File: src/sv/ptc_pkg.sv
package ptc_pkg;

  // Field and port widths
  localparam int RAW_W     = 24;
  localparam int COEF_W    = 16;
  localparam int PADDR_W   = 5;
  localparam int PDATA_W   = 32;
  localparam int PRES_W    = 19;
  localparam int TOUT_W    = 15;

  // Internal datapath widths
  localparam int DT_W      = RAW_W + 1;
  localparam int PROD1_W   = DT_W + COEF_W + 1;
  localparam int TRAW_W    = 19;
  localparam int OFFR_W    = 35;
  localparam int SENSR_W   = 34;
  localparam int DTSQ_W    = 48;
  localparam int TI_W      = 17;
  localparam int OFF_W     = 36;
  localparam int SENS_W    = 35;
  localparam int SD_W      = 66;

  // Scaling shifts (powers of two of the compensation formulae)
  localparam int SH_TEMP      = 23;
  localparam int SH_OFF       = 7;
  localparam int SH_SENS      = 8;
  localparam int SH_OFF_BASE  = 16;
  localparam int SH_SENS_BASE = 15;
  localparam int SH_REF       = 8;
  localparam int SH_TI_LOW    = 33;
  localparam int SH_TI_HIGH   = 36;
  localparam int SH_P1        = 21;
  localparam int SH_P2        = 13;

  // Temperature bands and output limits
  localparam int TEMP_BASE  = 2000;
  localparam int VLOW_OFS   = 3500;
  localparam int VLOW_LIMIT = -3500;
  localparam int P_MAX      = 300000;
  localparam int T_MIN      = -4000;
  localparam int T_MAX      = 8500;

  // Queues and pipelines
  localparam int MQ_DEPTH     = 4;
  localparam int MQ_PTR_W     = $clog2(MQ_DEPTH);
  localparam int OQ_DEPTH     = 2;
  localparam int OQ_PTR_W     = $clog2(OQ_DEPTH);
  localparam int FRONT_STAGES = 3;
  localparam int BACK_STAGES  = 9;

  typedef enum logic [2:0] {
    REG_SENS        = 3'd0,
    REG_OFFSET      = 3'd1,
    REG_SENS_TEMP   = 3'd2,
    REG_OFFSET_TEMP = 3'd3,
    REG_REF_TEMP    = 3'd4,
    REG_TEMP_SLOPE  = 3'd5
  } reg_idx_e;

  typedef enum logic [1:0] {
    BAND_HIGH = 2'd0,
    BAND_LOW  = 2'd1,
    BAND_VLOW = 2'd2
  } band_e;

  typedef struct packed {
    logic [COEF_W-1:0] sens;
    logic [COEF_W-1:0] offset;
    logic [COEF_W-1:0] sens_temp;
    logic [COEF_W-1:0] offset_temp;
    logic [COEF_W-1:0] ref_temp;
    logic [COEF_W-1:0] temp_slope;
  } cfg_t;

  typedef struct packed {
    logic [RAW_W-1:0]          d1;
    logic signed [TRAW_W-1:0]  dtemp;
    logic signed [OFFR_W-1:0]  off_raw;
    logic signed [SENSR_W-1:0] sens_raw;
    logic [TI_W-1:0]           ti;
    band_e                     band;
  } mid_t;

  typedef struct packed {
    logic [PRES_W-1:0]        pressure;
    logic signed [TOUT_W-1:0] temperature;
    logic                     clipped;
  } out_t;

  // Signed divide by 2^k, truncating toward zero
  function automatic logic signed [SD_W-1:0] sdiv2(input logic signed [SD_W-1:0] v,
                                                   input int unsigned k);
    logic signed [SD_W-1:0] bias;
    bias = v[SD_W-1] ? ((SD_W'(1) << k) - SD_W'(1)) : '0;
    return (v + bias) >>> k;
  endfunction

endpackage

File: src/sv/ptc_queue.sv
module ptc_queue
  import ptc_pkg::*;
(
  input  logic clk_i,
  input  logic rst_ni,
  input  logic push_i,
  input  mid_t data_i,
  output logic full_o,
  input  logic pop_i,
  output logic empty_o,
  output mid_t data_o
);

  mid_t                mem_q [MQ_DEPTH];
  logic [MQ_PTR_W-1:0] wr_ptr_q, rd_ptr_q;
  logic [MQ_PTR_W:0]   cnt_q, cnt_d;
  logic                wr_en, rd_en;

  assign full_o  = (cnt_q == (MQ_PTR_W+1)'(MQ_DEPTH));
  assign empty_o = (cnt_q == '0);
  assign wr_en   = push_i & ~full_o;
  assign rd_en   = pop_i & ~empty_o;
  assign data_o  = mem_q[rd_ptr_q];

  always_comb begin
    cnt_d = cnt_q;
    if (wr_en && !rd_en) begin
      cnt_d = cnt_q + 1'b1;
    end else if (rd_en && !wr_en) begin
      cnt_d = cnt_q - 1'b1;
    end
  end

  always_ff @(posedge clk_i or negedge rst_ni) begin
    if (!rst_ni) begin
      wr_ptr_q <= '0;
      rd_ptr_q <= '0;
      cnt_q    <= '0;
    end else begin
      cnt_q <= cnt_d;
      if (wr_en) begin
        wr_ptr_q <= wr_ptr_q + 1'b1;
      end
      if (rd_en) begin
        rd_ptr_q <= rd_ptr_q + 1'b1;
      end
    end
  end

  always_ff @(posedge clk_i) begin
    if (wr_en) begin
      mem_q[wr_ptr_q] <= data_i;
    end
  end

endmodule

File: config.mk
export PLATFORM = sky130hd
export DESIGN_NAME = ptc_queue
export DESIGN_NICKNAME = d
export VERILOG_FILES = /design/src/sv/ptc_pkg.sv /design/src/sv/ptc_queue.sv
export SDC_FILE = /design/constraint.sdc
export NUM_CORES = 1
export LEC_CHECK = 0
export ABC_AREA = 1
export ABC_CLOCK_PERIOD_IN_PS = 9900
export BUFFER_PORTS_ARGS = -buffer_cell sky130_fd_sc_hd__buf_2
export CAP_MARGIN = 20
export CORE_MARGIN = 1
export CORE_UTILIZATION = 65
export CTS_BUF_LIST = sky130_fd_sc_hd__clkbuf_4
export DETAILED_ROUTE_END_ITERATION = 7
export PLACE_DENSITY = 0.88
export SLEW_MARGIN = 15
export SYNTH_ARGS = -nofsm -noshare
export SYNTH_HDL_FRONTEND = slang
export SYNTH_SLANG_ARGS = --single-unit
File: constraint.sdc
create_clock -name clk_i -period 9.9 [get_ports clk_i]
set_input_delay 1.98 -clock clk_i [delete_from_list [all_inputs] [get_ports clk_i]]
set_output_delay 1.98 -clock clk_i [all_outputs]
set_load 0.05 [all_outputs]
; After elaboration in Yosys (flattened, before gate mapping)
; Memory sizes are Yosys's and may differ from the RTL's.
; Cells that the tools add are included.
[word_totals]
mem_bits_rw = 524
rom_bits = 0
output_inout_bits = 133
wordCells = 23
n_memories = 1
latchBits = 0
regBits = 7
[op_classes]
bitwise_logic = 4
n_div = 0
n_shift = 0
eq_ne = 1
n_reduce_logical = 6
n_lt_le_gt_ge = 0
multipliers = 0
mux = 4
addsub = 4
[memory_table]
columns = memory, depth, word_bits, read_ports, rd_ports_with_merged_regs, wr, line_no
row1 = mem_q, 4, 131, 1, 0, 1, ptc_queue.sv:14  ; mid_t mem_q [MQ_DEPTH];
[op_table]
columns = operator, count
row1 = $mux W3, 2
row2 = $add A2 B1 Y2 const B, 2
row3 = $add A3 B1 Y3 const B, 1
row4 = $eq A3 B3 Y1 const B, 1
row5 = $logic_not A3 Y1, 1
row6 = $sub A3 B1 Y3 const B, 1
row7 = $and A1 B1 Y1, 2
row8 = $logic_and A1 B1 Y1, 2
row9 = $logic_not A1 Y1, 2
row10 = $mux W1, 2
row11 = $not A1 Y1, 2
row12 = $reduce_bool A2 Y1, 1

; Logic depth before layout (Yosys ltp)
[depth]
ltp_word = 7
depth_mapped = 12
mapped_depth_nobuf = 12

; Worst setup path after synthesis
; No wires, ideal clock.
[synth_timing]
path_type = input-to-reg
startpoint = input push_i
endpoint = memory mem_q[0][0] (netlist name), enable pin
arrival_time_ns = 7.566
setup_ns = 0.623
stages = 2
n_path_buf = 0
setup_slack_ns = 1.711
cell_sequence = nand2_1 nor2_1
[synth_via]
elab_chain_len = 3
[synth_lines]
columns = item, line_no
row1 = from (decl), ptc_queue.sv:6  ; input logic push_i,
row2 = $and A1 B1 Y1, ptc_queue.sv:21  ; assign wr_en = push_i & ~full_o;
row3 = $mux W1, ptc_queue.sv:51  ; if (wr_en) begin
row4 = $mux W1 (not written as such), ptc_queue.sv:52  ; mem_q[wr_ptr_q] <= data_i;
row5 = to (decl), ptc_queue.sv:14
; No other way between the ends.

==> results.yml <==
critical_path:
  timing.critical_path.max_delay_family: "buffers and inverters"
  crit_path_start_kind: "register"
  worst_path_max_delay_cell: "sky130_fd_sc_hd__buf_4"
  worstPathArrival_ps: 3540
  critical_path.n_buffers_inverters: 3
  crit_path_max_fanout: 73
  regToRegStartpoint: "cnt_q[0]$_DFFE_PN0P_"
  regToRegSetupSlack_ps: 6620
  worstPathCellList: "inv_4 > buf_4 > o211ai_1 > nand2_1 > buf_2"
  critical_path_required_ps: 7920
  critPathCaptureType: "output port"
  critPathMaxStageDelay_ps: 770
  timing.critical_path.from: "rd_ptr_q[1]$_DFFE_PN0P_"
  timing.setup.critical_path_class: "reg -> out"
clock_network:
  tritoncts: "yes"
  clkSlewWorstSetupHoldPaths_ps: 70
  postCtsResizedCells: 0
  tritoncts_num_sinks: 531
  cts_setup_buffers: 0
  htree_num_levels: 4
  clk-insertion-delay-late_ps: 800
  count_of_hold_fix_buffers_inserted_at_cts: 0
  cts_inserted_buffers: 135
  ctsLongestPathBuffers: 3
  cts.root.buffer_cell: "sky130_fd_sc_hd__clkbuf_4"
routing:
  antenna_violating_nets_post_route: 0
  detailedRoute.firstIterationViolations: 1168
  route.detailed.wl_per_inst_um: 18.4
  drt_met1_wl_um: 16500
  met3_length_um: 4570
  detail_route.wirelength_um: 45200
  met2_length_um: 22800
  num_vias: 13300
  route.detailed.vias_per_inst: 5.42
  route.detailed.drc: 0
  maxUsedRoutingLayer: "met5"
  firstDrtPassIters: 5
floorplan:
  rows: 66
  initial_core_utilization: 0.660
  die-area_um2: 33700
  chipWidth_um: 184
  standard_cell_core_area_um2: 32500
  vertical_die_dimension_um: 184
  floorplan.io_pins: 268
logic_synthesis:
  synthesis.nets: 1731
  synth_seq_area_share: 0.743
  post_synth_inst_count: 1590
  top_flip_flop_cell_by_instance_count_after_synthesis: "sky130_fd_sc_hd__edfxtp_1"
  asyncSetResetFlopFracSynth: 0.0132
  synth_seq_cells: 531
  synthDistinctLibCells: 19
  post_synth_most_frequent_cells: "524 x sky130_fd_sc_hd__edfxtp_1, 410 x sky130_fd_sc_hd__nand2_1, 278 x sky130_fd_sc_hd__inv_1"
  number_of_flops_mapped_to_enable_cells_by_yosys: 524
  synth.cell_area_um2: 21400
  yosys_warnings: 0
  netlist.area_leader.share: 0.734
  synth_most_common_cell: "sky130_fd_sc_hd__edfxtp_1"
  synth.top_cells.by_area: "sky130_fd_sc_hd__edfxtp_1 73%, sky130_fd_sc_hd__o211ai_1 7.4%, sky130_fd_sc_hd__nand2_1 7.2%"
  synth_area_leader_cell: "sky130_fd_sc_hd__edfxtp_1"
  syn_area_per_cell_um2: 13.5
global_routing:
  grt_pass1_vias: 13700
  grt_first_pass_wirelength_um: 69300
  gr-total-overflow: 0
  grt_max_degree: 191
  track_usage: 0.273
  initial_antenna_violation_count: 9
timing:
  setup_viol: 0
  finalMaxSlewViolations: 0
  final.setup_skew_ps: 42.9
  rsz0062_at_grt: "false"
  min_period_over_period: 0.557
  hold_viol_final: 0
  maxSlewHeadroom: 0.309
  setup_total_negative_slack_ps: 0
  timing.final.crit_period_ps: 5520
  fmaxAchievable_mhz: 181
  worst_slew_pin_slew_ps: 1040
cells_and_area:
  final_net_count: 2062
  layout.area.seq_um2: 15900
  finish.instance_area_um2: 24700
  layout-drive-gt1-share: 0.273
  nFillCells: 1878
  synthToLayoutAreaGrowth_pct: 15.5
  final_cells: 2456
  multi_input_comb_area_um2: 3940
placed_design:
  routabilityCongestion: 0.802
  port-buffer-count: 267
  placed_cells_incl_taps: 2226
  dp_hpwl_um: 25600
  place_area_um2: 22900
min_path:
  hp-start: "cnt_q[2]$_DFFE_PN0P_"
  min-delay-path-class: "reg -> reg"
status:
  status: "completed"
run:
  max-cap-violations: 0
power_and_ir_drop:
  vdd.ir_drop.worst_v: 0.000285
  static-leakage-power_nw: 10.2
  power_density_nw_per_um2: 356
[final timing paths]
path	to	cells past startpoint
worst max register to register	mem_q[3][64]$_DFFE_PP_	6
min in group asynchronous	wr_ptr_q[0]$_DFFE_PN0P_	1
worst min register to register	cnt_q[2]$_DFFE_PN0P_	2
worst max-delay path	data_o[40]	5
worst min-delay path	cnt_q[2]$_DFFE_PN0P_	2
max in group asynchronous	rd_ptr_q[1]$_DFFE_PN0P_	1
[cell usage in the layout (no fill, tap or decap), drive strengths merged]
cell type | netlist | final
diode | 0 | 10
nand4 | 1 | 1
clkinvlp | 0 | 3
edfxtp | 524 | 524
dfrtp | 7 | 7
xnor2 | 1 | 1
bufinv | 0 | 8
buf | 60 | 281
o21ai | 1 | 1
nor2 | 4 | 4
nand2 | 410 | 410
clkbuf | 27 | 194
ha | 5 | 5
inv | 280 | 282
o211ai | 262 | 262
clkinv | 0 | 13
fa | 1 | 1
nand3 | 7 | 7
[registers in the layout, indices dropped and copies added (netlist names)]
name / cells
mem_q: 524
wr_ptr_q: 2
cnt_q: 3
rd_ptr_q: 2
[routing by layer]
metal  track usage  up-vias
met2         0.460      567
met1         0.310     6345
met3        0.0975       99
li1              -     6305
met5             0        -
met4         0.133        2
[per-stage QoR]
stage | total power (W) | setup slack, ps | hold WS (ps) | utilization
5_1_grt | 0.00922 | 4190 | 523 | 0.762
6_report | 0.00879 | 4380 | 507 | 0.762
3_3_place_gp | 0.00675 | 5230 | 481 | 0.707
3_5_place_dp | 0.00687 | 5210 | 488 | 0.707
4_1_cts | 0.00885 | 4330 | 504 | 0.761
2_1_floorplan | 0.00614 | 1710 | 463 | -
[logic make-up (layout without fill, tap and decap cells)]
family	Yosys count	count (layout)	synth area share
flops	531	531	0.743
xor+xnor	1	1	0.000409
fa+ha+maj	6	6	0.00385
simple gates	422	422	0.0745
other cells	0	10	0
buf+inv	367	781	0.0749
compound gates	263	263	0.104
[worst min-delay path: stages, from the launching register on]
cell and delay, ps:
sky130_fd_sc_hd__dfrtp_1 370, sky130_fd_sc_hd__nand2_1 60, sky130_fd_sc_hd__nand2_1 50
[power breakdown]
group	total [W]	internal (W)	switching [W]
Sequential	0.00310	0.00296	0.000135
Combinational	0.00376	0.000783	0.00297
Clock	0.00194	0.00110	0.000843
Total	0.00879	0.00484	0.00395
[final cells by class]
class                           instances  area share
Multi-Input combinational cell        692       0.159
Antenna cell                           10     0.00101
Inverter                              280      0.0429
Clock buffer                          194      0.0589
Tap cell                              442      0.0224
Clock inverter                         26      0.0130
Sequential cell                       531       0.643
Timing Repair Buffer                  281      0.0593
No activity file was read; power rests on OpenSTA's default activity.
