## src/sv/ptc_pkg.sv

```systemverilog
package ptc_pkg;

  // Field and port widths
  localparam int RAW_W     = 24;
  localparam int COEF_W    = 16;
  localparam int PADDR_W   = 5;
  localparam int PDATA_W   = 32;
  localparam int PRES_W    = 19;
  localparam int TOUT_W    = 15;

  // Internal datapath widths
  localparam int DT_W      = RAW_W + 1;
  localparam int PROD1_W   = DT_W + COEF_W + 1;
  localparam int TRAW_W    = 19;
  localparam int OFFR_W    = 35;
  localparam int SENSR_W   = 34;
  localparam int DTSQ_W    = 48;
  localparam int TI_W      = 17;
  localparam int OFF_W     = 36;
  localparam int SENS_W    = 35;
  localparam int SD_W      = 66;

  // Scaling shifts (powers of two of the compensation formulae)
  localparam int SH_TEMP      = 23;
  localparam int SH_OFF       = 7;
  localparam int SH_SENS      = 8;
  localparam int SH_OFF_BASE  = 16;
  localparam int SH_SENS_BASE = 15;
  localparam int SH_REF       = 8;
  localparam int SH_TI_LOW    = 33;
  localparam int SH_TI_HIGH   = 36;
  localparam int SH_P1        = 21;
  localparam int SH_P2        = 13;

  // Temperature bands and output limits
  localparam int TEMP_BASE  = 2000;
  localparam int VLOW_OFS   = 3500;
  localparam int VLOW_LIMIT = -3500;
  localparam int P_MAX      = 300000;
  localparam int T_MIN      = -4000;
  localparam int T_MAX      = 8500;

  // Queues and pipelines
  localparam int MQ_DEPTH     = 4;
  localparam int MQ_PTR_W     = $clog2(MQ_DEPTH);
  localparam int OQ_DEPTH     = 2;
  localparam int OQ_PTR_W     = $clog2(OQ_DEPTH);
  localparam int FRONT_STAGES = 3;
  localparam int BACK_STAGES  = 9;

  typedef enum logic [2:0] {
    REG_SENS        = 3'd0,
    REG_OFFSET      = 3'd1,
    REG_SENS_TEMP   = 3'd2,
    REG_OFFSET_TEMP = 3'd3,
    REG_REF_TEMP    = 3'd4,
    REG_TEMP_SLOPE  = 3'd5
  } reg_idx_e;

  typedef enum logic [1:0] {
    BAND_HIGH = 2'd0,
    BAND_LOW  = 2'd1,
    BAND_VLOW = 2'd2
  } band_e;

  typedef struct packed {
    logic [COEF_W-1:0] sens;
    logic [COEF_W-1:0] offset;
    logic [COEF_W-1:0] sens_temp;
    logic [COEF_W-1:0] offset_temp;
    logic [COEF_W-1:0] ref_temp;
    logic [COEF_W-1:0] temp_slope;
  } cfg_t;

  typedef struct packed {
    logic [RAW_W-1:0]          d1;
    logic signed [TRAW_W-1:0]  dtemp;
    logic signed [OFFR_W-1:0]  off_raw;
    logic signed [SENSR_W-1:0] sens_raw;
    logic [TI_W-1:0]           ti;
    band_e                     band;
  } mid_t;

  typedef struct packed {
    logic [PRES_W-1:0]        pressure;
    logic signed [TOUT_W-1:0] temperature;
    logic                     clipped;
  } out_t;

  // Signed divide by 2^k, truncating toward zero
  function automatic logic signed [SD_W-1:0] sdiv2(input logic signed [SD_W-1:0] v,
                                                   input int unsigned k);
    logic signed [SD_W-1:0] bias;
    bias = v[SD_W-1] ? ((SD_W'(1) << k) - SD_W'(1)) : '0;
    return (v + bias) >>> k;
  endfunction

endpackage

```

## src/sv/ptc_cfg.sv

```systemverilog
module ptc_cfg
  import ptc_pkg::*;
(
  input  logic               clk_i,
  input  logic               rst_ni,
  input  logic               psel_i,
  input  logic               penable_i,
  input  logic               pwrite_i,
  input  logic [PADDR_W-1:0] paddr_i,
  input  logic [PDATA_W-1:0] pwdata_i,
  output logic [PDATA_W-1:0] prdata_o,
  output logic               pready_o,
  output cfg_t               cfg_o
);

  cfg_t     cfg_q;
  cfg_t     cfg_d;
  reg_idx_e idx;
  logic     wr_en;

  assign idx      = reg_idx_e'(paddr_i[PADDR_W-1:2]);
  assign wr_en    = psel_i & penable_i & pwrite_i;
  assign pready_o = 1'b1;
  assign cfg_o    = cfg_q;

  always_comb begin
    cfg_d = cfg_q;
    if (wr_en) begin
      unique case (idx)
        REG_SENS:        cfg_d.sens        = pwdata_i[COEF_W-1:0];
        REG_OFFSET:      cfg_d.offset      = pwdata_i[COEF_W-1:0];
        REG_SENS_TEMP:   cfg_d.sens_temp   = pwdata_i[COEF_W-1:0];
        REG_OFFSET_TEMP: cfg_d.offset_temp = pwdata_i[COEF_W-1:0];
        REG_REF_TEMP:    cfg_d.ref_temp    = pwdata_i[COEF_W-1:0];
        REG_TEMP_SLOPE:  cfg_d.temp_slope  = pwdata_i[COEF_W-1:0];
        default:         cfg_d             = cfg_q;
      endcase
    end
  end

  always_comb begin
    unique case (idx)
      REG_SENS:        prdata_o = PDATA_W'(cfg_q.sens);
      REG_OFFSET:      prdata_o = PDATA_W'(cfg_q.offset);
      REG_SENS_TEMP:   prdata_o = PDATA_W'(cfg_q.sens_temp);
      REG_OFFSET_TEMP: prdata_o = PDATA_W'(cfg_q.offset_temp);
      REG_REF_TEMP:    prdata_o = PDATA_W'(cfg_q.ref_temp);
      REG_TEMP_SLOPE:  prdata_o = PDATA_W'(cfg_q.temp_slope);
      default:         prdata_o = '0;
    endcase
  end

  always_ff @(posedge clk_i or negedge rst_ni) begin
    if (!rst_ni) begin
      cfg_q <= '0;
    end else begin
      cfg_q <= cfg_d;
    end
  end

endmodule

```

## config.mk

```make
export PLATFORM = sky130hd
export DESIGN_NAME = ptc_cfg
export DESIGN_NICKNAME = d
export VERILOG_FILES = /design/src/sv/ptc_pkg.sv /design/src/sv/ptc_cfg.sv
export SDC_FILE = /design/constraint.sdc
export NUM_CORES = 1
export LEC_CHECK = 0
export BUFFER_PORTS_ARGS = -buffer_cell sky130_fd_sc_hd__buf_2
export CAP_MARGIN = 20
export CORE_MARGIN = 4
export CORE_UTILIZATION = 50
export DETAILED_ROUTE_END_ITERATION = 16
export GPL_TIMING_DRIVEN = 0
export PLACE_DENSITY = 0.81
export SYNTH_ARGS = -nofsm -noshare
export SYNTH_HDL_FRONTEND = slang
export SYNTH_SLANG_ARGS = --single-unit
```

## constraint.sdc

```tcl
create_clock -name clk_i -period 3.2 [get_ports clk_i]
set_clock_uncertainty 0.1 [all_clocks]
set_input_delay 0.8 -clock clk_i [delete_from_list [all_inputs] [get_ports clk_i]]
set_output_delay 0.8 -clock clk_i [all_outputs]
set_load 0.02 [all_outputs]
```

* After elaboration in Yosys (flattened, before gate mapping)
Index checks and enable logic that the tools add are counted.
Operators by class: reductions and logical operators 7, eq/ne operators 5, multiplexer cells 1, bitwise operators 2
Operators by type and width (count):
- 16-bit one-hot mux with 6 select lines | 1
- 2-bit AND reduction | 6
- 3-bit by 2-bit equality test with 1-bit output (second input constant) | 2
- 3-bit equality test (second input constant) | 2
- 3-bit by 1-bit equality test with 1-bit output (second input constant) | 1
- 3-bit logical NOT | 1
- 1-bit AND | 2
Word-level totals: output and inout bits 129, word-level logic and storage cells 21, input bits 42, flip-flop bits (word level) 96

* Logic depth before layout (Yosys ltp)
Gate-level depths: netlist of run 1.
word-level depth 3, depth in mapped cells 5, mapped depth without buffers 3

* Worst setup path after synthesis of run 1
Ideal clock, no wire load.
path kind input port to output port, start input paddr_i[2], end output prdata_o[14], required time 2.300 ns, path buffers 2, stages on the path 5, data arrival time 1.866 ns, path slack 0.434 ns, cells stage by stage buf_2 > buf_2 > nor3b_1 > a21oi_1 > o21ai_0
On the way: cells in the longest elaborated chain, start to end 2, elaborated cells on any way between the ends 7, those cells by class eq/ne: 5; mux: 1; reduce/logical: 1
Ends and longest elaborated chain:
- start: declaration | line ptc_cfg.sv:9 | input logic [PADDR_W-1:0] paddr_i,
- 3-bit equality test, or another cell as far along | line ptc_cfg.sv:42 | unique case (idx)
- 16-bit one-hot mux with 6 select lines (*) | line ptc_cfg.sv:42
- end: declaration | line ptc_cfg.sv:11 | output logic [PDATA_W-1:0] prdata_o,
Every way passes the cells marked *; elsewhere a longest branch is shown, timed or not.

* Final worst setup path of run 1
start input paddr_i[4], end output prdata_o[8]
The elaborated chain is that of the path after synthesis.

==> impl_metrics.toml, run 1 <==
[status]
run_status = "complete, no violations"

[final_layout]
flow.area_growth_from_synthesis_pct = 24.2
final_core_util_pct = 64.9
largest_reg_flops = 96
post_route_cells_drive_above_1_share_pct = 49.6
filler_cell_count = 697
finish.net_count = 539
antennaDiodeCount = 0
stdcell_area_sq_um = 5770

[die]
die-area_sq_um = 10900
number_of_cell_rows = 34
start_util_pct = 52.3
fp.coreArea_sq_um = 8890
die_width_um = 104
die_height_um = 104
io_pins = 171

[setup_path]
crit_path_max_incr_delay_ns = 0.39
cp_data_required_time_ns = 2.30
crit_path_frequent_cell = "buf_2"
end_kind = "primary output"
critical_path_cell_by_cell = "buf_2 -> buf_1 -> nand2b_1 -> o22a_1 -> o21ai_0 -> buf_2"
cpMaxStageDelayCell = "buf_1"
critical_path.startpoint_type = "primary input"
cp_data_arrival_time_ns = 2.22
critPathKind = "primary input to primary output"
r2r.worst_path.cells = 1
path_max_fanout = 10

[global_routing]
grt_overflow_total = 0
grt_usage_pct = 22.7
grt_pass1_wl_um = 19300
grt_antenna_before_repair = 0
first_global_vias = 3568
pin_count_of_the_biggest_net_entering_global_routing = 51

[power_and_ir_drop]
share_seq_of_total_power_pct = 44.6
power.share.switching_pct = 35.2
share_clk_of_total_power_pct = 24.3
power_density_nw_per_um2 = 634
ir_worst_vdd_v = 0.000306
cellInternalPower_mw = 2.37
power_leakage_nw = 3.06
p_sw_mw = 1.29
share_comb_of_total_power_pct = 31.1

[placement]
port-buffer-count = 135
final_gp_congestion = 0.781
dpl_worst_slack_ns = 0.0126
dp_hpwl_um = 8790
placement.cell_area_sq_um = 5540

[synth]
synth_simple_gate_area_share_pct = 5.17
ys.flop_type = "dfrtp_1"
async_flop_share_pct = 100
yosysMostFrequentCell = "dfrtp_1"
synthesis.area_per_instance_sq_um = 13.9
sequential_to_total_area_share_from_yosys_stat_pct = 51.7
main_combinational_cell_family_by_area_after_synthesis = "multiplexers"
yosys-top-cells-area = "dfrtp_1 52%, mux2_2 14%, mux2_1 12%"
synth-xor-area-share_pct = 0
synth.cells.most_frequent = "96 x dfrtp_1, 57 x mux2_2, 50 x mux2_1"
synthDominantCellAreaShare_pct = 51.7
synth.lib_cells_used.distinct = 29
synth_area_in_adders_pct = 0
synth_top_area_cell = "dfrtp_1"
share_of_synthesized_area_spent_on_multiplexers_pct = 31.8
register_bit_count_reported_by_yosys = 96
synthesized_area_fraction_occupied_by_ao_oa_aoi_and_oai_cells_pct = 5.74
synth-warning-count = 0
syn_std_cell_area_sq_um = 4650
syn-instance-count = 335
synth-edff-count = 0

[drt]
avgViaCountPerCell = 5.46
drt_wl_total_um = 12100
wire_per_inst_um = 19.9
antenna_violating_nets_post_route = 0
detailroute.via_count = 3332
detailedRoute.firstIterationViolations = 100
drcViolationCount = 0
detailedRoute.firstPassIterationCount = 4

[clocking]
cts_buffer_depth = 2
ctsHtreeMaxLevel = 3
clock_net_sink_count = 96
cts_buffers = 9
clock_tree_root_buffer_cell = "clkbuf_8"
cts_tree = "done"
path_clk_slew_ns = 0.10
latest_clock_arrival_within_the_worst_skew_pair_ns = 0.36
cts.repair_timing.setup_buffer_count = 0

[job]
drv_cap = 0

[timing]
maxSlewHeadroom_pct = 58.1
min_period_over_period_pct = 97.6
post-route-min-period_ns = 3.12
hold_viol_final = 0
number_of_slew_limit_violations_in_the_final_report = 0
max_clock_freq_mhz = 320
setup_tns_ns = 0
layout_setup_ws_ns = 0.0762
grt_setup_unrepaired = "no"
least_margin_pin_slew_ns = 0.629
finalSetupViolCount = 0

[worst_hold_path]
min_path_type = "primary input to async pin"
## routing by layer
metal	GRT usage (%)	part of all wire [%]	vias to the layer above
li1	-	-	1516
met1	28.3	42	1670
met2	37.8	49	132
met3	7.26	7.7	14
met4	6.55	1.4	0
met5	0	0	-
## layout by cell type (no fill, tap or decap), types with 3 or more instances in the layout
cell | netlist | layout
mux2_2 | 57 | 57
buf_6 | 5 | 5
nor2_4 | 4 | 4
o2bb2ai_1 | 3 | 3
conb_1 | 2 | 17
buf_4 | 21 | 22
nor3b_1 | 3 | 3
clkbuf_8 | 0 | 10
o21ai_0 | 9 | 9
mux2i_1 | 27 | 27
a211o_1 | 6 | 6
a221oi_1 | 4 | 4
o22a_1 | 6 | 6
dfrtp_1 | 96 | 96
clkbuf_1 | 3 | 3
mux2_1 | 50 | 50
nand2_1 | 9 | 9
a21oi_1 | 6 | 6
nor2_1 | 4 | 4
a31oi_1 | 4 | 4
buf_2 | 5 | 138
## cell families (layout without fill, tap and decap cells)
family          Yosys count  after routing
compound gates           38             38
buf+inv                  35            187
flops                    96             96
mux                     134            134
other cells               2             17
simple gates             30             30
## per-stage QoR
step                      power (mW)  hold slack [ns]  std cells
after global routing            3.84            0.365        610
final                           3.66            0.337        610
after global placement          2.75            0.384        593
after floorplan                 2.34            0.404        350
after detailed placement        2.80            0.393        594
after CTS                       3.67            0.346        610
## critical path, delay by kind of cell
family	cells	cell delay [ns]
buf+inv	3	0.76
compound gates	2	0.34
simple gates	1	0.31
## power groups by stage
stage	sequential (mW)	clock (mW)	combinational, mW
6_report	1.63	0.889	1.13
5_1_grt	1.67	0.956	1.21
4_1_cts	1.63	0.898	1.15
3_5_place_dp	1.65	0	1.14
3_3_place_gp	1.63	0	1.12
2_1_floorplan	1.92	0	0.420
## timing repair
item	4_1_cts	5_1_grt
setup endpoints to repair	0	7
hold buffers	0	0
gates resized for setup	0	4
## worst paths after layout
kind / start / end / slack, ns
worst max-delay path: paddr_i[4] / prdata_o[8] / 0.08
worst min-delay path: rst_ni / cfg_o[55] / 0.34
max in group asynchronous: rst_ni / cfg_o[4] / 2.00
min in group clk_i: cfg_o[71] / cfg_o[71] / 0.41
worst max register to register: cfg_o[60] / cfg_o[60] / 2.26
worst min register to register: cfg_o[71] / cfg_o[71] / 0.41
## final cells by class
cell class,count,area [sq um],area share [%]
plain buffers,34,254,4.40
clock buffers,12,145,2.52
clock inverters,4,77.6,1.34
inverters,1,3.75,0.0651
multi-input cells,219,2050,35.5
repair buffers,136,706,12.2
flip-flops and latches,96,2400,41.6
well taps,108,135,2.34
No activity file was read; power rests on OpenSTA's default activity.
==> inputs of run 2 (changes only) <==
--- a/config.mk
+++ b/config.mk
@@ -11,7 +11,7 @@
 export CORE_UTILIZATION = 50
 export DETAILED_ROUTE_END_ITERATION = 16
 export GPL_TIMING_DRIVEN = 0
-export PLACE_DENSITY = 0.81
+export PLACE_DENSITY = 0.78
 export SYNTH_ARGS = -nofsm -noshare
 export SYNTH_HDL_FRONTEND = slang
 export SYNTH_SLANG_ARGS = --single-unit
==> run 2 against run 1 <==
Non-clock buffer count unchanged. Core utilization down 0.25 points. Critical endpoint is now prdata_o[12]. Via count decreased by 0.57%. Combinational power hardly changed. Register-to-register slack is essentially flat. Critical path depth increased by 1. Design area shrank 0.39%. Global-route usage down 0.26 points. Critical path type unchanged. Largest cell class unchanged. Worst setup slack improved by 0.0072 ns. Total power is 2.1% lower. Highest routed layer unchanged. Worst hold slack improved by 0.047 ns.
==> impl_metrics.toml, run 2 (synthesis results as in run 1) <==
[status]
run_status = "complete, no violations"

[clocking]
cts_buffers = 9
cts.repair_timing.setup_buffer_count = 0
clock_tree_root_buffer_cell = "clkbuf_8"
cts.hold.buffers_added = 0
cts_tree = "done"
latest_clock_arrival_within_the_worst_skew_pair_ns = 0.35
cts_buffer_depth = 2
ctsHtreeMaxLevel = 3
clock_net_sink_count = 96
path_clk_slew_ns = 0.09

[power_and_ir_drop]
power_leakage_nw = 3.05
power_density_nw_per_um2 = 623
share_clk_of_total_power_pct = 22.9
power.share.switching_pct = 35.5
p_sw_mw = 1.27
cellInternalPower_mw = 2.31
share_comb_of_total_power_pct = 31.6
ir_worst_vdd_v = 0.000305
share_seq_of_total_power_pct = 45.5

[worst_hold_path]
min_path_type = "primary input to async pin"

[job]
drv_cap = 0

[setup_path]
crit-reg2reg-capture = "cfg_o[14]"
cp_data_required_time_ns = 2.30
critical_path.startpoint_type = "primary input"
critPathKind = "primary input to primary output"
worst_r2r_start = "cfg_o[14]"
startpoint = "paddr_i[3]"
crit_path_frequent_cell = "buf_2"
setup.reg_to_reg.worst_slack_ns = 2.26
cp_data_arrival_time_ns = 2.22
cpMaxStageDelayCell = "buf_4"
critical_path_cell_by_cell = "buf_2 -> buf_2 -> buf_4 -> mux2i_1 -> nor2_1 -> a211o_1 -> buf_2"
path_max_fanout = 10
end_kind = "primary output"
cp_capture_point = "prdata_o[12]"
r2r.worst_path.cells = 1
crit_path_max_incr_delay_ns = 0.29

[placement]
final_gp_congestion = 0.832
dpl_worst_slack_ns = 0.0514
port-buffer-count = 135
dp_hpwl_um = 8640
dp.cells = 594
placement.cell_area_sq_um = 5540

[timing]
min_period_over_period_pct = 97.4
least_margin_pin_slew_ns = 0.726
layout_setup_ws_ns = 0.0834
post-route-min-period_ns = 3.12
hold_viol_final = 0
maxSlewHeadroom_pct = 51.6
number_of_slew_limit_violations_in_the_final_report = 0
max_clock_freq_mhz = 321
finalSetupViolCount = 0

[drt]
avgViaCountPerCell = 5.43
detailroute.via_count = 3313
drt_wl_total_um = 11900
detailedRoute.firstIterationViolations = 121
antenna_violating_nets_post_route = 0
drcViolationCount = 0
wire_per_inst_um = 19.5
detailedRoute.firstPassIterationCount = 4

[final_layout]
finish.net_count = 539
filler_cell_count = 711
antennaDiodeCount = 0
layout.cells.most_common = "buf_2"
largest_reg_flops = 96
flow.area_growth_from_synthesis_pct = 23.7
stdcell_area_sq_um = 5750
fin_cells = 610
final_cell_mix = "138 x buf_2, 96 x dfrtp_1, 57 x mux2_2, 50 x mux2_1, 27 x mux2i_1"
post_route_cells_drive_above_1_share_pct = 50.0

[global_routing]
first_global_vias = 3513
grt_usage_pct = 22.4
grt_overflow_total = 0
grt_antenna_before_repair = 0
pin_count_of_the_biggest_net_entering_global_routing = 57
grt_pass1_wl_um = 19200

[die]
die_width_um = 104
fp.coreArea_sq_um = 8890
die-area_sq_um = 10900
number_of_cell_rows = 34
io_pins = 171
start_util_pct = 52.3
die_height_um = 104
run 2: changes by cell type in the layout (fill, tap and decap cells not counted):
cell        previous run  this run
clkinv_4               2         0
buf_1                  1         0
buf_12                 0         1
buf_16                 1         0
bufinv_16              2         1
clkbuf_1               3         2
clkbuf_2               1         2
clkbuf_8              10        11
clkinv_2               0         1
clkinvlp_4             0         1
inv_6                  0         1
run 2: repair_timing:
item / 4_1_cts / 5_1_grt
resized for setup: 0 / 5
setup endpoints to repair: 0 / 5
hold endpoints to repair: 0 / 0
run 2: how the worst min path moves through the flow:
stage,to,startpoint,cells past startpoint
detailed placement,cfg_o[25],cfg_o[25],1
global route,cfg_o[14],rst_ni,1
finish,cfg_o[14],rst_ni,1
CTS,cfg_o[14],rst_ni,1
global placement,cfg_o[75],cfg_o[75],1
floorplan,cfg_o[0],rst_ni,0
run 2: area by class of cell:
cell class / count / area, sq um / area share, %
flip-flops and latches: 96 / 2400 / 41.8
multi-input cells: 219 / 2050 / 35.6
repair buffers: 136 / 698 / 12.1
plain buffers: 34 / 255 / 4.44
clock buffers: 12 / 155 / 2.70
well taps: 108 / 135 / 2.35
clock inverters: 4 / 51.3 / 0.893
inverters: 1 / 3.75 / 0.0653
run 2: power groups by stage:
stage | registers, mW | logic [mW] | clock network, mW
after global placement | 1.63 | 1.12 | 0
after detailed placement | 1.65 | 1.14 | 0
after global routing | 1.67 | 1.22 | 0.891
after floorplan | 1.92 | 0.420 | 0
after CTS | 1.63 | 1.14 | 0.838
final | 1.63 | 1.13 | 0.819
run 2: routing by layer:
layer | GRT usage, % | wire length [um] | up-vias
met5 | 0 | 0 | -
met4 | 7.22 | 232 | 0
met3 | 6.77 | 915 | 19
met2 | 37.2 | 5660 | 135
met1 | 28.0 | 5100 | 1647
li1 | - | - | 1512
run 2: worst max-delay path: cells and delay by family:
kind                   cells  cell delay (ns)
multiplexers               1             0.22
AND/OR/NAND/NOR            1             0.06
buffers and inverters      4             0.86
AO/OA/AOI/OAI              1             0.26
run 2: per-stage QoR:
| step | setup TNS (ns) | total power, mW | util (%) | hold slack (ns) |
|---|---|---|---|---|
| floorplan | 0 | 2.34 | - | 0.404 |
| global placement | 0 | 2.75 | 62.0 | 0.383 |
| detailed placement | 0 | 2.79 | 62.3 | 0.398 |
| CTS | 0 | 3.61 | 64.6 | 0.404 |
| global route | -0.000179 | 3.78 | 64.6 | 0.416 |
| finish | 0 | 3.58 | 64.6 | 0.384 |
==> inputs of run 3 (changes only) <==
--- a/config.mk
+++ b/config.mk
@@ -9,7 +9,9 @@
 export CAP_MARGIN = 20
 export CORE_MARGIN = 4
 export CORE_UTILIZATION = 50
+export CTS_BUF_LIST = sky130_fd_sc_hd__clkbuf_16
 export DETAILED_ROUTE_END_ITERATION = 16
+export GPL_ROUTABILITY_DRIVEN = 0
 export GPL_TIMING_DRIVEN = 0
 export PLACE_DENSITY = 0.78
 export SYNTH_ARGS = -nofsm -noshare
==> run 3 against run 2 <==
Routed wire length rose by 1.2%. Critical path depth did not move. Final cell count did not move. Register-to-register slack barely moved. Via count rose by 0.72%. Worst setup slack improved by 0.018 ns. Clock power rose by 28%. Flip-flop and latch count did not move. Non-clock buffer count did not move.
==> impl_metrics.toml, run 3 (synthesis results as in run 1) <==
[status]
run_status = "complete, no violations"

[global_routing]
grt_pass1_wl_um = 19400
grt_antenna_before_repair = 0
first_global_vias = 3543
grt_usage_pct = 22.8
pin_count_of_the_biggest_net_entering_global_routing = 57
grt_overflow_total = 0

[clocking]
cts_buffers = 9
cts_tree = "done"
cts.hold.buffers_added = 0
ctsHtreeMaxLevel = 3
clock_net_sink_count = 96
path_clk_slew_ns = 0.06
latest_clock_arrival_within_the_worst_skew_pair_ns = 0.34
clock_tree_root_buffer_cell = "clkbuf_16"
cts_buffer_depth = 2

[die]
die-area_sq_um = 10900
die_width_um = 104
fp.coreArea_sq_um = 8890
start_util_pct = 52.3
io_pins = 171
number_of_cell_rows = 34
die_height_um = 104

[timing]
post-route-min-period_ns = 3.10
maxSlewHeadroom_pct = 51.1
number_of_slew_limit_violations_in_the_final_report = 0
setup_tns_ns = 0
max_clock_freq_mhz = 323
hold_viol_final = 0
min_period_over_period_pct = 96.8
grt_setup_unrepaired = "no"
finalSetupViolCount = 0
least_margin_pin_slew_ns = 0.733

[worst_hold_path]
min_path_type = "primary input to async pin"

[setup_path]
path_max_fanout = 10
worst_r2r_start = "cfg_o[14]"
cp_data_required_time_ns = 2.30
crit-reg2reg-capture = "cfg_o[14]"
r2r.worst_path.cells = 1
critPathKind = "primary input to primary output"
critical_path.startpoint_type = "primary input"
setup.reg_to_reg.worst_slack_ns = 2.26
cp_capture_point = "prdata_o[5]"
cp_data_arrival_time_ns = 2.20
end_kind = "primary output"
startpoint = "paddr_i[2]"

[final_layout]
largest_reg_flops = 96
finish.net_count = 539
final_cell_mix = "138 x buf_2, 96 x dfrtp_1, 57 x mux2_2, 50 x mux2_1, 27 x mux2i_1"
post_route_cells_drive_above_1_share_pct = 49.6
final_core_util_pct = 65.6
antennaDiodeCount = 0
flow.area_growth_from_synthesis_pct = 25.5
layout.cells.most_common = "buf_2"

[power_and_ir_drop]
totalPowerFinal_mw = 3.82
power.share.switching_pct = 34.4
share_comb_of_total_power_pct = 29.6
cellInternalPower_mw = 2.50
power_density_nw_per_um2 = 655
ir_worst_vdd_v = 0.000356
share_clk_of_total_power_pct = 27.6
power_leakage_nw = 3.09
p_sw_mw = 1.31
share_seq_of_total_power_pct = 42.8

[drt]
antenna_violating_nets_post_route = 0
drcViolationCount = 0
detailedRoute.firstPassIterationCount = 4
avgViaCountPerCell = 5.47
detailedRoute.firstIterationViolations = 154
drt_wl_total_um = 12100
detailroute.via_count = 3337
wire_per_inst_um = 19.8

[placement]
port-buffer-count = 135
dp_hpwl_um = 8640

[job]
drv_cap = 0
==> run 3: power by group through the flow <==
stage / logic [mW] / registers (mW) / clock network [mW]
3_3_place_gp: 1.12 / 1.63 / 0
6_report: 1.13 / 1.63 / 1.05
4_1_cts: 1.14 / 1.63 / 1.07
5_1_grt: 1.22 / 1.67 / 1.12
3_5_place_dp: 1.14 / 1.65 / 0
2_1_floorplan: 0.420 / 1.92 / 0
==> run 3: worst min-delay path by stage <==
stage | start | to | slack, ns | depth (start not counted)
final | rst_ni | cfg_o[14] | 0.41 | 1
after floorplan | rst_ni | cfg_o[0] | 0.40 | 0
after global placement | cfg_o[75] | cfg_o[75] | 0.38 | 1
after detailed placement | cfg_o[25] | cfg_o[25] | 0.40 | 1
after global routing | cfg_o[77] | cfg_o[77] | 0.43 | 1
after CTS | cfg_o[25] | cfg_o[25] | 0.41 | 1
==> run 3: through the flow <==
step | cell area (sq um) | setup slack [ns] | hold WS [ns] | instances
after global placement | 5510 | 0.0775 | 0.383 | 593
after floorplan | 4700 | 0.434 | 0.404 | 350
after detailed placement | 5540 | 0.0514 | 0.398 | 594
final | 5830 | 0.101 | 0.408 | 610
after CTS | 5820 | 0.0447 | 0.413 | 610
after global routing | 5830 | 0.0407 | 0.426 | 610
==> run 3: repair_timing <==
action,CTS,global route
endpoints found under the setup margin,0,7
setup buffers,0,0
gates resized for setup,0,6
==> run 3: worst max-delay path, cell delays in order <==
cell	delay (ns)
buf_2	0.11
buf_2	0.28
buf_2	0.33
a21oi_1	0.07
a211o_1	0.27
o21ai_0	0.12
buf_2	0.23
==> run 3: final cells by class <==
| type | instances | area, sq um |
|---|---|---|
| Buffer | 34 | 259 |
| Clock buffer | 9 | 225 |
| Clock inverter | 7 | 62.6 |
| Fill cell | 699 | 3060 |
| Inverter | 1 | 3.75 |
| Multi-Input combinational cell | 219 | 2050 |
| Sequential cell | 96 | 2400 |
| Tap cell | 108 | 135 |
| Timing Repair Buffer | 136 | 698 |
==> run 3: routing by layer <==
layer  share of wire [%]  GRT usage, %  vias up
met4                 2.1          7.41        0
met1                  43          28.5     1662
met3                 7.7          7.26       19
met2                  48          37.5      137
li1                    -             -     1519
met5                   0             0        -
